File: src/sv/itoa_pkg.sv
`timescale 1ns / 1ps
// ----------------------------------------------------------------------------
// itoa_pkg
// Shared constants, sizing function and controller/datapath link types for
// the signed integer to decimal text converter.
// ----------------------------------------------------------------------------
package itoa_pkg;

   localparam int VALUE_WIDTH_DEF = 32;

   localparam logic [5:0] ASCII_ZERO  = 6'd48;
   localparam logic [5:0] ASCII_MINUS = 6'd45;

   // number of decimal digits of the largest magnitude, 2**(w-1)
   function automatic int digit_count(input int w);
      logic [64:0] v;
      int          n;
      v = 65'd1 << (w - 1);
      n = 0;
      for (int i = 0; i < 21; i++) begin
         if (v != 65'd0) begin
            v = v / 10;
            n = n + 1;
         end
      end
      return n;
   endfunction

   typedef struct packed {
      logic load;
      logic shift_bit;
      logic shift_digit;
      logic put_sign;
      logic put_digit;
      logic last;
   } cmd_type;

   typedef struct packed {
      logic neg;
      logic top_zero;
   } sts_type;

endpackage

File: src/sv/itoa_dp.sv
`timescale 1ns / 1ps
// ----------------------------------------------------------------------------
// itoa_dp
// Datapath: magnitude register, shift-add-3 BCD register and the result
// beat register.
// ----------------------------------------------------------------------------
module itoa_dp
   import itoa_pkg::*;
#(
   parameter int VALUE_WIDTH = VALUE_WIDTH_DEF
) (
   input  logic                   clock,
   input  logic signed [VALUE_WIDTH-1:0] req_value,
   input  cmd_type                cmd,
   output sts_type                sts,
   output logic [5:0]             rsp_char_code,
   output logic                   rsp_last_char
);

   localparam int NDIG  = digit_count(VALUE_WIDTH);
   localparam int BCD_W = 4 * NDIG;

   logic [VALUE_WIDTH-1:0] mag_ff, mag_in;
   logic [BCD_W-1:0]       bcd_ff, bcd_in;
   logic [BCD_W-1:0]       bcd_adj;
   logic                   neg_ff, neg_in;
   logic [5:0]             char_ff, char_in;
   logic                   last_ff, last_in;
   logic [VALUE_WIDTH-1:0] raw;
   logic [3:0]             top_digit;

   assign raw       = req_value;
   assign top_digit = bcd_ff[BCD_W-1 -: 4];

   always_comb begin
      for (int i = 0; i < NDIG; i++) begin
         if (bcd_ff[4*i +: 4] >= 4'd5) begin
            bcd_adj[4*i +: 4] = bcd_ff[4*i +: 4] + 4'd3;
         end else begin
            bcd_adj[4*i +: 4] = bcd_ff[4*i +: 4];
         end
      end
   end

   always_comb begin
      mag_in  = mag_ff;
      bcd_in  = bcd_ff;
      neg_in  = neg_ff;
      char_in = char_ff;
      last_in = last_ff;
      if (cmd.load) begin
         neg_in = raw[VALUE_WIDTH-1];
         mag_in = raw[VALUE_WIDTH-1] ? (~raw + VALUE_WIDTH'(1)) : raw;
         bcd_in = '0;
      end else if (cmd.shift_bit) begin
         bcd_in = {bcd_adj[BCD_W-2:0], mag_ff[VALUE_WIDTH-1]};
         mag_in = {mag_ff[VALUE_WIDTH-2:0], 1'b0};
      end else if (cmd.shift_digit) begin
         bcd_in = {bcd_ff[BCD_W-5:0], 4'd0};
      end
      if (cmd.put_sign) begin
         char_in = ASCII_MINUS;
         last_in = 1'b0;
      end else if (cmd.put_digit) begin
         char_in = ASCII_ZERO + {2'b00, top_digit};
         last_in = cmd.last;
      end
   end

   always_ff @(posedge clock) begin
      mag_ff  <= mag_in;
      bcd_ff  <= bcd_in;
      neg_ff  <= neg_in;
      char_ff <= char_in;
      last_ff <= last_in;
   end

   assign sts.neg        = neg_ff;
   assign sts.top_zero   = (top_digit == 4'd0);
   assign rsp_char_code  = char_ff;
   assign rsp_last_char  = last_ff;

endmodule

File: src/sv/itoa_ctl.sv
`timescale 1ns / 1ps
// ----------------------------------------------------------------------------
// itoa_ctl
// Controller: sequences conversion, leading zero skip and character emission,
// and owns the result beat valid.
// ----------------------------------------------------------------------------
module itoa_ctl
   import itoa_pkg::*;
#(
   parameter int VALUE_WIDTH = VALUE_WIDTH_DEF
) (
   input  logic    clock,
   input  logic    reset,
   input  logic    req_valid,
   output logic    req_stall,
   output logic    rsp_valid,
   input  logic    rsp_stall,
   input  sts_type sts,
   output cmd_type cmd
);

   localparam int NDIG  = digit_count(VALUE_WIDTH);
   localparam int CNT_W = $clog2(VALUE_WIDTH + 1);
   localparam int DIG_W = $clog2(NDIG + 1);

   localparam logic [1:0] ST_IDLE = 2'd0;
   localparam logic [1:0] ST_CONV = 2'd1;
   localparam logic [1:0] ST_SIGN = 2'd2;
   localparam logic [1:0] ST_EMIT = 2'd3;

   logic [1:0]       state_ff, state_in;
   logic [CNT_W-1:0] cnt_ff, cnt_in;
   logic [DIG_W-1:0] rem_ff, rem_in;
   logic             started_ff, started_in;
   logic             valid_ff, valid_in;
   logic             slot_free;
   logic             skip;

   assign slot_free = !valid_ff || !rsp_stall;
   assign skip      = !started_ff && sts.top_zero && (rem_ff != DIG_W'(1));

   always_comb begin
      state_in   = state_ff;
      cnt_in     = cnt_ff;
      rem_in     = rem_ff;
      started_in = started_ff;
      cmd        = '0;
      req_stall  = 1'b1;
      case (state_ff)
         ST_IDLE: begin
            req_stall = 1'b0;
            if (req_valid) begin
               cmd.load = 1'b1;
               cnt_in   = CNT_W'(VALUE_WIDTH);
               state_in = ST_CONV;
            end
         end
         ST_CONV: begin
            cmd.shift_bit = 1'b1;
            cnt_in        = cnt_ff - CNT_W'(1);
            if (cnt_ff == CNT_W'(1)) begin
               rem_in     = DIG_W'(NDIG);
               started_in = 1'b0;
               state_in   = ST_SIGN;
            end
         end
         ST_SIGN: begin
            if (!sts.neg) begin
               state_in = ST_EMIT;
            end else if (slot_free) begin
               cmd.put_sign = 1'b1;
               state_in     = ST_EMIT;
            end
         end
         ST_EMIT: begin
            if (skip) begin
               cmd.shift_digit = 1'b1;
               rem_in          = rem_ff - DIG_W'(1);
            end else if (slot_free) begin
               cmd.put_digit   = 1'b1;
               cmd.shift_digit = 1'b1;
               cmd.last        = (rem_ff == DIG_W'(1));
               started_in      = 1'b1;
               rem_in          = rem_ff - DIG_W'(1);
               if (rem_ff == DIG_W'(1)) begin
                  state_in = ST_IDLE;
               end
            end
         end
         default: begin
            state_in = ST_IDLE;
         end
      endcase
   end

   always_comb begin
      if (cmd.put_sign || cmd.put_digit) begin
         valid_in = 1'b1;
      end else if (!rsp_stall) begin
         valid_in = 1'b0;
      end else begin
         valid_in = valid_ff;
      end
   end

   always_ff @(posedge clock) begin
      if (reset) begin
         state_ff   <= ST_IDLE;
         cnt_ff     <= '0;
         rem_ff     <= '0;
         started_ff <= 1'b0;
         valid_ff   <= 1'b0;
      end else begin
         state_ff   <= state_in;
         cnt_ff     <= cnt_in;
         rem_ff     <= rem_in;
         started_ff <= started_in;
         valid_ff   <= valid_in;
      end
   end

   assign rsp_valid = valid_ff;

endmodule

File: src/sv/signed_int_to_decimal_ascii.sv
`timescale 1ns / 1ps
// ----------------------------------------------------------------------------
// signed_int_to_decimal_ascii
// Converts one signed integer to its decimal ASCII text, one character per
// result beat, most significant first, with a last-character flag.
//
// Input channel req_: one beat carries req_value; it is taken when req_valid
// is high and req_stall is low. One value is converted at a time.
// Result channel rsp_: rsp_char_code ('-' or '0'..'9') and rsp_last_char,
// taken when rsp_valid is high and rsp_stall is low. The output register
// holds its beat while stalled; the next value may be accepted while the
// final character of the previous one still waits.
// Sequence: after the accept, the shift-add-3 converter shifts in the
// magnitude one bit per cycle, MSB first, then the sign check, then one
// decimal digit position per cycle (leading zeros are dropped one per cycle,
// printed digits one per cycle when the output register is free).
// Reset (synchronous) returns the controller to idle and clears rsp_valid.
// ----------------------------------------------------------------------------
module signed_int_to_decimal_ascii
   import itoa_pkg::*;
#(
   parameter int VALUE_WIDTH = VALUE_WIDTH_DEF
) (
   input  logic                          clock,
   input  logic                          reset,
   input  logic                          req_valid,
   output logic                          req_stall,
   input  logic signed [VALUE_WIDTH-1:0] req_value,
   output logic                          rsp_valid,
   input  logic                          rsp_stall,
   output logic [5:0]                    rsp_char_code,
   output logic                          rsp_last_char
);

   cmd_type cmd;
   sts_type sts;

   itoa_ctl #(
      .VALUE_WIDTH(VALUE_WIDTH)
   ) u_ctl (
      .clock     (clock),
      .reset     (reset),
      .req_valid (req_valid),
      .req_stall (req_stall),
      .rsp_valid (rsp_valid),
      .rsp_stall (rsp_stall),
      .sts       (sts),
      .cmd       (cmd)
   );

   itoa_dp #(
      .VALUE_WIDTH(VALUE_WIDTH)
   ) u_dp (
      .clock         (clock),
      .req_value     (req_value),
      .cmd           (cmd),
      .sts           (sts),
      .rsp_char_code (rsp_char_code),
      .rsp_last_char (rsp_last_char)
   );

endmodule

File: config.mk
export PLATFORM = sky130hd
export DESIGN_NAME = signed_int_to_decimal_ascii
export DESIGN_NICKNAME = d
export VERILOG_FILES = /design/src/sv/itoa_pkg.sv /design/src/sv/itoa_dp.sv /design/src/sv/itoa_ctl.sv /design/src/sv/signed_int_to_decimal_ascii.sv
export SDC_FILE = /design/constraint.sdc
export NUM_CORES = 1
export LEC_CHECK = 0
export ABC_AREA = 1
export BUFFER_PORTS_ARGS = -buffer_cell sky130_fd_sc_hd__buf_2
export CAP_MARGIN = 10
export CORE_ASPECT_RATIO = 1.2
export CORE_UTILIZATION = 35
export CTS_BUF_LIST = sky130_fd_sc_hd__clkbuf_8
export DETAILED_ROUTE_END_ITERATION = 8
export SLEW_MARGIN = 20
export SYNTH_ARGS = -nofsm -noshare
export SYNTH_HDL_FRONTEND = slang
export SYNTH_HIERARCHICAL = 1
export SYNTH_SLANG_ARGS = --single-unit
export TNS_END_PERCENT = 100
File: constraint.sdc
create_clock -name clock -period 2.9 [get_ports clock]
set_input_delay 0.58 -clock clock [delete_from_list [all_inputs] [get_ports clock]]
set_output_delay 0.58 -clock clock [all_outputs]
set_load 0.01 [all_outputs]
## Word-level counts from Yosys, hierarchy flattened

Cells that the tools add are included.

- $mul: 0
- Shift operators: 0
- Reductions and logical operators: 17
- Multiplexer cells: 47
- Divide/modulo/power cells: 0
- Bitwise logic cells: 1
- $add $sub $neg: 14
- Order comparisons: 10
- Equal/unequal tests: 14

Operators with widths:

| operator | number |
|---|---|
| two-way mux 32 bit | 3 |
| two-way mux 40 bit | 2 |
| two-way mux 4 bit | 12 |
| greater-or-equal comparator 4 x 3 -> 1 bit, second input constant | 10 |
| adder 4 x 2 -> 4 bit, second input constant | 9 |
| adder 32 x 1 -> 32 bit, second input constant | 1 |
| inverter 32 bit | 1 |
| two-way mux 2 bit | 10 |
| two-way mux 1 bit | 14 |
| case mux 6 bit (2 select lines) | 1 |
| != test 2 x 1 -> 1 bit, second input constant | 4 |
| case mux 2 bit (4 select lines) | 1 |
| case mux 4 bit (2 select lines) | 1 |
| nonzero test 2 bit | 4 |
| adder 5 x 5 -> 6 bit, first input constant | 1 |
| == test 6 x 1 -> 1 bit, second input constant | 1 |
| two-way mux 6 bit | 1 |
| AND reduction 6 bit | 1 |
| subtractor 6 x 1 -> 6 bit, second input constant | 1 |
| == test 2 bit, second input constant | 2 |
| == test 4 x 1 -> 1 bit, second input constant | 1 |
| zero test 4 bit | 1 |
| != test 2 bit, second input constant | 2 |
| != test 4 x 1 -> 1 bit, second input constant | 1 |
| other kinds (14) | 18 |

- Latch bits: 0
- Input port bits: 36
- Output and inout bits: 9
- Bits in read-only memories: 0
- Bits in writable memories: 0
- Register bits: 94
- Memories: 0

## Longest topological paths before layout

Gate-level depths: netlist of the first run.

- Depth after elaboration: 7
- Mapped depth: 14
- Mapped depth without buffers: 14

## Cells and area by module

Netlist of the first run, hierarchy kept.

By module, submodules not included:

| module | times used | cells each | sequential area each (um^2) | area an instance (um^2) |
|---|---|---|---|---|
| itoa_dp | 1 | 683 | 1911.8 | 5033.6 |
| itoa_ctl | 1 | 139 | 280.3 | 910.9 |

## Worst setup path after synthesis of the first run

No wires, ideal clock.

- Kind: register to register
- Start point: register u_ctl.state_ff[0]
- End point: register u_dp.mag_ff[0], enable pin
- Data required time: 2.422 ns
- Clock period less this slack: 2.510 ns
- Arrival: 2.033 ns
- Stages on the path, launching flop included: 9
- Setup slack: 0.390 ns
- Cells stage by stage: dfxtp_1 inv_1 ha_1 nand2_1 inv_1 inv_1 buf_2 buf_1 nand2_1

RTL lines:

| element | RTL line | RTL |
|---|---|---|
| start: declaration | itoa_ctl.sv:31 | `logic [1:0] state_ff, state_in;` |
| start signal: assignment | itoa_ctl.sv:114 | `state_ff <= state_in;` |
| end signal: assignment | itoa_dp.sv:71 | `mag_ff <= mag_in;` |
| end: declaration | itoa_dp.sv:23 | `logic [VALUE_WIDTH-1:0] mag_ff, mag_in;` |

==> run metrics, run 1 <==
total power=6.52 mW; crit-path cells=inv_1 > ha_1 > inv_1 > nor3_1 > inv_1 > nor2_1 > nand2_2 > a21oi_1 > inv_1 > nor2_1 > buf_4 > inv_1 > o221ai_1 > inv_1; final worst slack=0.520 ns; Period Utilization, post-route=0.821; core box area=approximately 16000 um2; fillers=1714; CP arrival=2.65 ns; layout cells sized above 1=0.119; Final Max Tran Viols=0; placed cell areas=between 6000 and 7000 um2; Final HPWL DP=approximately 9800 um; slowest library cell on the worst path=inv_1; CTS tree=built; GRT Total Usage=0.169; DR WL/cell=12.8 um; Startpoint Class=register; Setup crit end kind=register; Rel. slew slack=0.617; Sequential Area=between 2000 and 2500 um2; Mean Syn Cell Area=7.23 um2; CP max stage delay=0.33 ns; net count reported at finish=around 900; Post-Synthesis Cell Area=roughly 5900 um2; worst-margin pin slew=0.574 ns; Total Routed Length=approximately 14000 um; RSZ-0062 raised after global routing=no; critical path type=reg2reg; CP top delay family=buffers and inverters; antenna viol nets, final=0; drc violations=0; Pre-Repair DR Iteration Count=5; Placed Cells=approximately 1100; sequential-to-total area share from yosys stat=0.369; Crit path top cell by count=inv_1; max-cap violations=0; number of port buffers=43; highest clock rate=0.420 GHz; Fin. Hold Viols=0; Peak VDD IR=approximately 400 uV; LEAKAGE=2.80 nW; CTS HTree Levels=3; Worst Path Required=3.17 ns; root buf cell=clkbuf_8; Post-Place Worst Slack=0.345 ns; Reg clk slew, reported paths=0.09 ns; CTS Sinks=93; Hold Path Class=in2reg; die height=145 um; Final GP Congestion=0.831; number of synthesized register bits=93; residual overflow from global routing=0; Clock Skew=0.0129 ns; fin area=6550 um2; via count=5367; Longest Clk Path Bufs=2; footprint of the multi-input gates=roughly 3200 um2; # setup viols final=0; die area=17500 um2; maximum fanout along the worst path=17; Initial Util=0.362; setup bufs post-CTS=0; min cycle time layout=~2.4 ns; # diodes=0; initial antenna violation count=0; minimum hold slack=0.471 ns; vias in the first global route=around 5100; die width=roughly 120 um; num rows=51; Syn Inst Count=~820; IO Pins=45; setup_tns=0 ns; outcome=complete, no violations; power density cells=995 nW/um2; number of synthesis warnings=6; fin cells=around 1100; Syn Nets=888; largest net degree at the start of global routing=44; Yosys cell types=41; Num CTS Buffers=9; Via density=roughly 5; # hold bufs at CTS=0; Final Util=0.400; worst-skew pair later-pin latency=0.37 ns; first-pass GRT wire length=23700 um; DRT iter0 DRCs=213; Area growth syn-to-layout=10.3%; worst path buffer plus inverter count=7
==> routing by layer <==
layer,track usage,vias to the layer above,part of all wire
met2,0.304,102,0.49
met1,0.204,2449,0.46
met4,0.0481,0,0.0097
met3,0.0306,10,0.038
li1,-,2806,-
met5,0,-,0
==> sequential cells by signal, indices dropped and copies added (netlist names) <==
register,flops
u_dp/bcd_ff,40
u_dp/mag_ff,32
u_ctl/cnt_ff,6
u_dp/rsp_char_code,5
u_ctl/rem_ff,4
u_ctl/state_ff,2
u_ctl/rsp_valid,1
u_ctl/started_ff,1
u_dp/neg_ff,1
u_dp/rsp_last_char,1
==> worst register-to-register path, delay by kind of cell, from the launching register on <==
| family | cells | cell delay, ns |
|---|---|---|
| AND/OR/NAND/NOR | 4 | 0.49 |
| buffers and inverters | 7 | 0.87 |
| AO/OA/AOI/OAI | 2 | 0.42 |
| flip-flops | 1 | 0.32 |
| adder cells (fa/ha/maj) | 1 | 0.18 |
==> kinds of logic (layout without fill, tap and decap cells) <==
group,Yosys count,after routing,share of synthesized area
AO/OA/AOI/OAI,208,208,0.191
XOR/XNOR,30,30,0.0442
adder cells (fa/ha/maj),30,30,0.0631
buffers and inverters,132,170,0.0892
flip-flops,93,93,0.369
other,1,1,0.000631
AND/OR/NAND/NOR,328,328,0.243
==> cell usage after synthesis, drive strengths merged <==
cell / instances / share of area
and3: 1 / 0.0013
dfxtp: 60 / 0.20
nor2: 86 / 0.063
nor4: 1 / 0.0021
a31oi: 1 / 0.0011
nand4: 9 / 0.0095
o211ai: 9 / 0.011
nand3: 63 / 0.055
a22oi: 1 / 0.0013
conb: 1 / 0.00063
edfxtp: 33 / 0.17
inv: 103 / 0.065
clkbuf: 12 / 0.0076
nor3: 3 / 0.0025
a211oi: 4 / 0.0051
o221ai: 2 / 0.0029
buf: 17 / 0.017
ha: 30 / 0.063
a21oi: 58 / 0.049
xnor2: 6 / 0.0088
xor2: 24 / 0.035
nand2: 162 / 0.11
or2: 2 / 0.0021
a221oi: 7 / 0.010
o21ai: 125 / 0.11
and2: 1 / 0.0011
o21a: 1 / 0.0013
==> final cells by class <==
class,instances,share of cell area
timing repair buffer,51,0.0420
multi-input combinational,597,0.492
inverter,103,0.0590
sequential,93,0.334
clock inverter,5,0.00897
clock buffer,11,0.0231
tap,212,0.0405
==> where the power goes <==
group          switching [mW]  total, mW  internal, mW
clock                   0.481      0.927         0.446
sequential              0.359       2.45          2.09
combinational            2.04       3.14          1.10
==> cells in the final DEF, fill, tap and decap left out, drive strengths merged <==
| cell type | count |
|---|---|
| nand2 | 162 |
| o21ai | 125 |
| inv | 103 |
| nor2 | 86 |
| nand3 | 63 |
| dfxtp | 60 |
| a21oi | 58 |
| buf | 51 |
| edfxtp | 33 |
| ha | 30 |
| xor2 | 24 |
| clkbuf | 11 |
| nand4 | 9 |
| o211ai | 9 |
| a221oi | 7 |
| xnor2 | 6 |
| a211oi | 4 |
| nor3 | 3 |
| clkinvlp | 2 |
| o221ai | 2 |
| clkinv | 2 |
| or2 | 2 |
| bufinv | 1 |
| and3 | 1 |
| and2 | 1 |
| a31oi | 1 |
| nor4 | 1 |
| a22oi | 1 |
| o21a | 1 |
| conb | 1 |
==> worst paths after layout <==
kind / start / slack, ns / endpoint / cells past startpoint
max reg2reg: u_dp/bcd_ff[37] / 0.52 / u_dp/bcd_ff[25] / 14
min: reset / 0.47 / u_ctl/cnt_ff[0] / 2
min reg2reg: u_dp/rsp_char_code[2] / 0.47 / u_dp/rsp_char_code[2] / 2
max: u_dp/bcd_ff[37] / 0.52 / u_dp/bcd_ff[25] / 14
==> repair_timing <==
action,in CTS,in global routing
endpoints found under the hold margin,0,0
gates resized for setup,0,1
endpoints found under the setup margin,0,9
Note: power is estimated with default switching activity, not from simulation.
==> inputs of run 2 (changes only) <==
Clock period 2.9 ns to 2.38 ns, I/O delays scaled along.
==> run metrics, run 2 (same netlist as run 1, synthesis figures left out) <==
# setup viols final=0; Setup crit end kind=register; sequential share of power=0.370; via count=5412; Hold Path Origin=req_value[0]; outcome=complete, no violations; Pre-Repair DR Iteration Count=6; die height=145 um; Net Sw Power=3.56 mW; CP max stage delay=0.32 ns; # resized after CTS=0; Hold Path Class=in2reg; cell depth of the worst flop-to-flop path=15; slowest library cell on the worst path=dfxtp_1; Via density=around 5.0; Clock power frac=0.133; DR WL/cell=about 13 um; largest net degree at the start of global routing=34; commonest non-fill, non-tap cell in the layout=nand2_1; # hold bufs at CTS=0; Sequential Area=2190 um2; setup bufs post-CTS=0; CP arrival=2.36 ns; R2R setup slack=0.33 ns; CTS tree=built; LEAKAGE=between 2 and 3 nW; number of port buffers=between 40 and 50; Switching Fraction=0.440; Cell Int Power=4.52 mW; worst path buffer plus inverter count=6; highest clock rate=0.489 GHz; DRT iter0 DRCs=253; setup_tns=0 ns; min cycle time layout=approximately 2.0 ns; Final HPWL DP=between 10000 and 15000 um; RSZ-0062 raised after global routing=no; minimum hold slack=0.370 ns; worst r2r src=u_dp/bcd_ff[37]; Fin. Hold Viols=0; root buf cell=clkbuf_8; Peak VDD IR=425 uV; max FFs per register=40; IO Pins=45; max-cap violations=0; Initial Util=0.362; vias in the first global route=5149; net count reported at finish=~930; Final GP Congestion=0.851; Stages on worst setup path=15; worst-skew pair later-pin latency=0.37 ns; Startpoint Class=register; final worst slack=0.334 ns; drc violations=0; die area=17500 um2; residual overflow from global routing=0; biggest regs=u_dp/bcd_ff: 40 flops, u_dp/mag_ff: 32 flops, u_ctl/cnt_ff: 6 flops; combinational fraction of design power=0.496; RR Endpoint=u_dp/bcd_ff[21]; layout cells sized above 1=0.126; Crit path top cell by count=inv_1; footprint of the multi-input gates=3230 um2; initial antenna violation count=0; Top reg by flops=u_dp/bcd_ff; die width=roughly 120 um; # diodes=0; Post-Place Worst Slack=0.304 ns; Period Utilization, post-route=0.860; Area growth syn-to-layout=11.6%; core box area=approximately 16000 um2; Total Routed Length=14000 um; total power=8.08 mW; CP top delay family=buffers and inverters; CTS Sinks=93; antenna viol nets, final=0; hold endpoint=u_dp/mag_ff[0]; maximum fanout along the worst path=16; crit-path cells=inv_1 > ha_1 > inv_1 > nor3_1 > inv_1 > nor2_1 > nand2_2 > a21oi_2 > inv_1 > buf_4 > o21ai_0 > o21ai_0 > o21ai_0 > nand2_1 > inv_1; power density cells=1220 nW/um2; Longest Clk Path Bufs=2; num rows=51; Reg clk slew, reported paths=approximately 0.10 ns; first-pass GRT wire length=between 20000 and 25000 um; Num CTS Buffers=9; Clock Skew=0.0135 ns; Final Max Tran Viols=0; commonest cells after routing, fill and taps aside=nand2_1, o21ai_0, inv_1, nor2_1, nand3_1; GRT Total Usage=0.169; critical path type=reg2reg; CTS HTree Levels=3; Worst Path Required=2.70 ns; fillers=1719; Hold Path Depth=3
-- run 2: tightest hold or removal path: cells and delay by family --
family	cells	cell delay, ns
AND/OR/NAND/NOR	1	0.04
buffers and inverters	2	0.13
-- run 2: area by class of cell --
type / count / share of cell area
multi-input combinational: 597 / 0.487
sequential: 93 / 0.330
inverter: 103 / 0.0583
timing repair buffer: 58 / 0.0569
tap: 212 / 0.0400
clock buffer: 9 / 0.0187
clock inverter: 6 / 0.00924
-- run 2: worst max path at each step --
stage | end | from
after global placement | u_dp/bcd_ff[19] | u_dp/bcd_ff[36]
after global routing | u_dp/bcd_ff[23] | u_dp/bcd_ff[37]
after CTS | u_dp/bcd_ff[19] | u_dp/bcd_ff[36]
after floorplan | u_dp/mag_ff[0] | u_ctl/state_ff[0]
final | u_dp/bcd_ff[21] | u_dp/bcd_ff[37]
after detailed placement | u_dp/bcd_ff[23] | u_dp/bcd_ff[37]
-- run 2: layer usage --
| layer | vias up | track usage | wire length (um) |
|---|---|---|---|
| met3 | 16 | 0.0204 | 446 |
| met4 | 0 | 0.0669 | 246 |
| met1 | 2486 | 0.209 | 6470 |
| met2 | 93 | 0.297 | 6830 |
| met5 | - | 0 | 0 |
| li1 | 2817 | - | - |
-- run 2: power groups by stage --
stage / combinational [mW] / clock, mW / sequential, mW
finish: 4.01 / 1.08 / 2.99
global route: 4.62 / 1.18 / 3.09
CTS: 4.04 / 1.12 / 3.00
detailed placement: 4.03 / 0 / 3.02
global placement: 3.97 / 0 / 3.01
floorplan: 2.98 / 0 / 2.92
-- run 2: per-stage QoR --
| step | cells | cell area [um2] | utilization |
|---|---|---|---|
| after CTS | 1078 | 6630 | 0.404 |
| after floorplan | 822 | 5950 | - |
| after global routing | 1078 | 6640 | 0.405 |
| after detailed placement | 1063 | 6450 | 0.393 |
| after global placement | 1063 | 6450 | 0.393 |
| final | 1078 | 6640 | 0.405 |
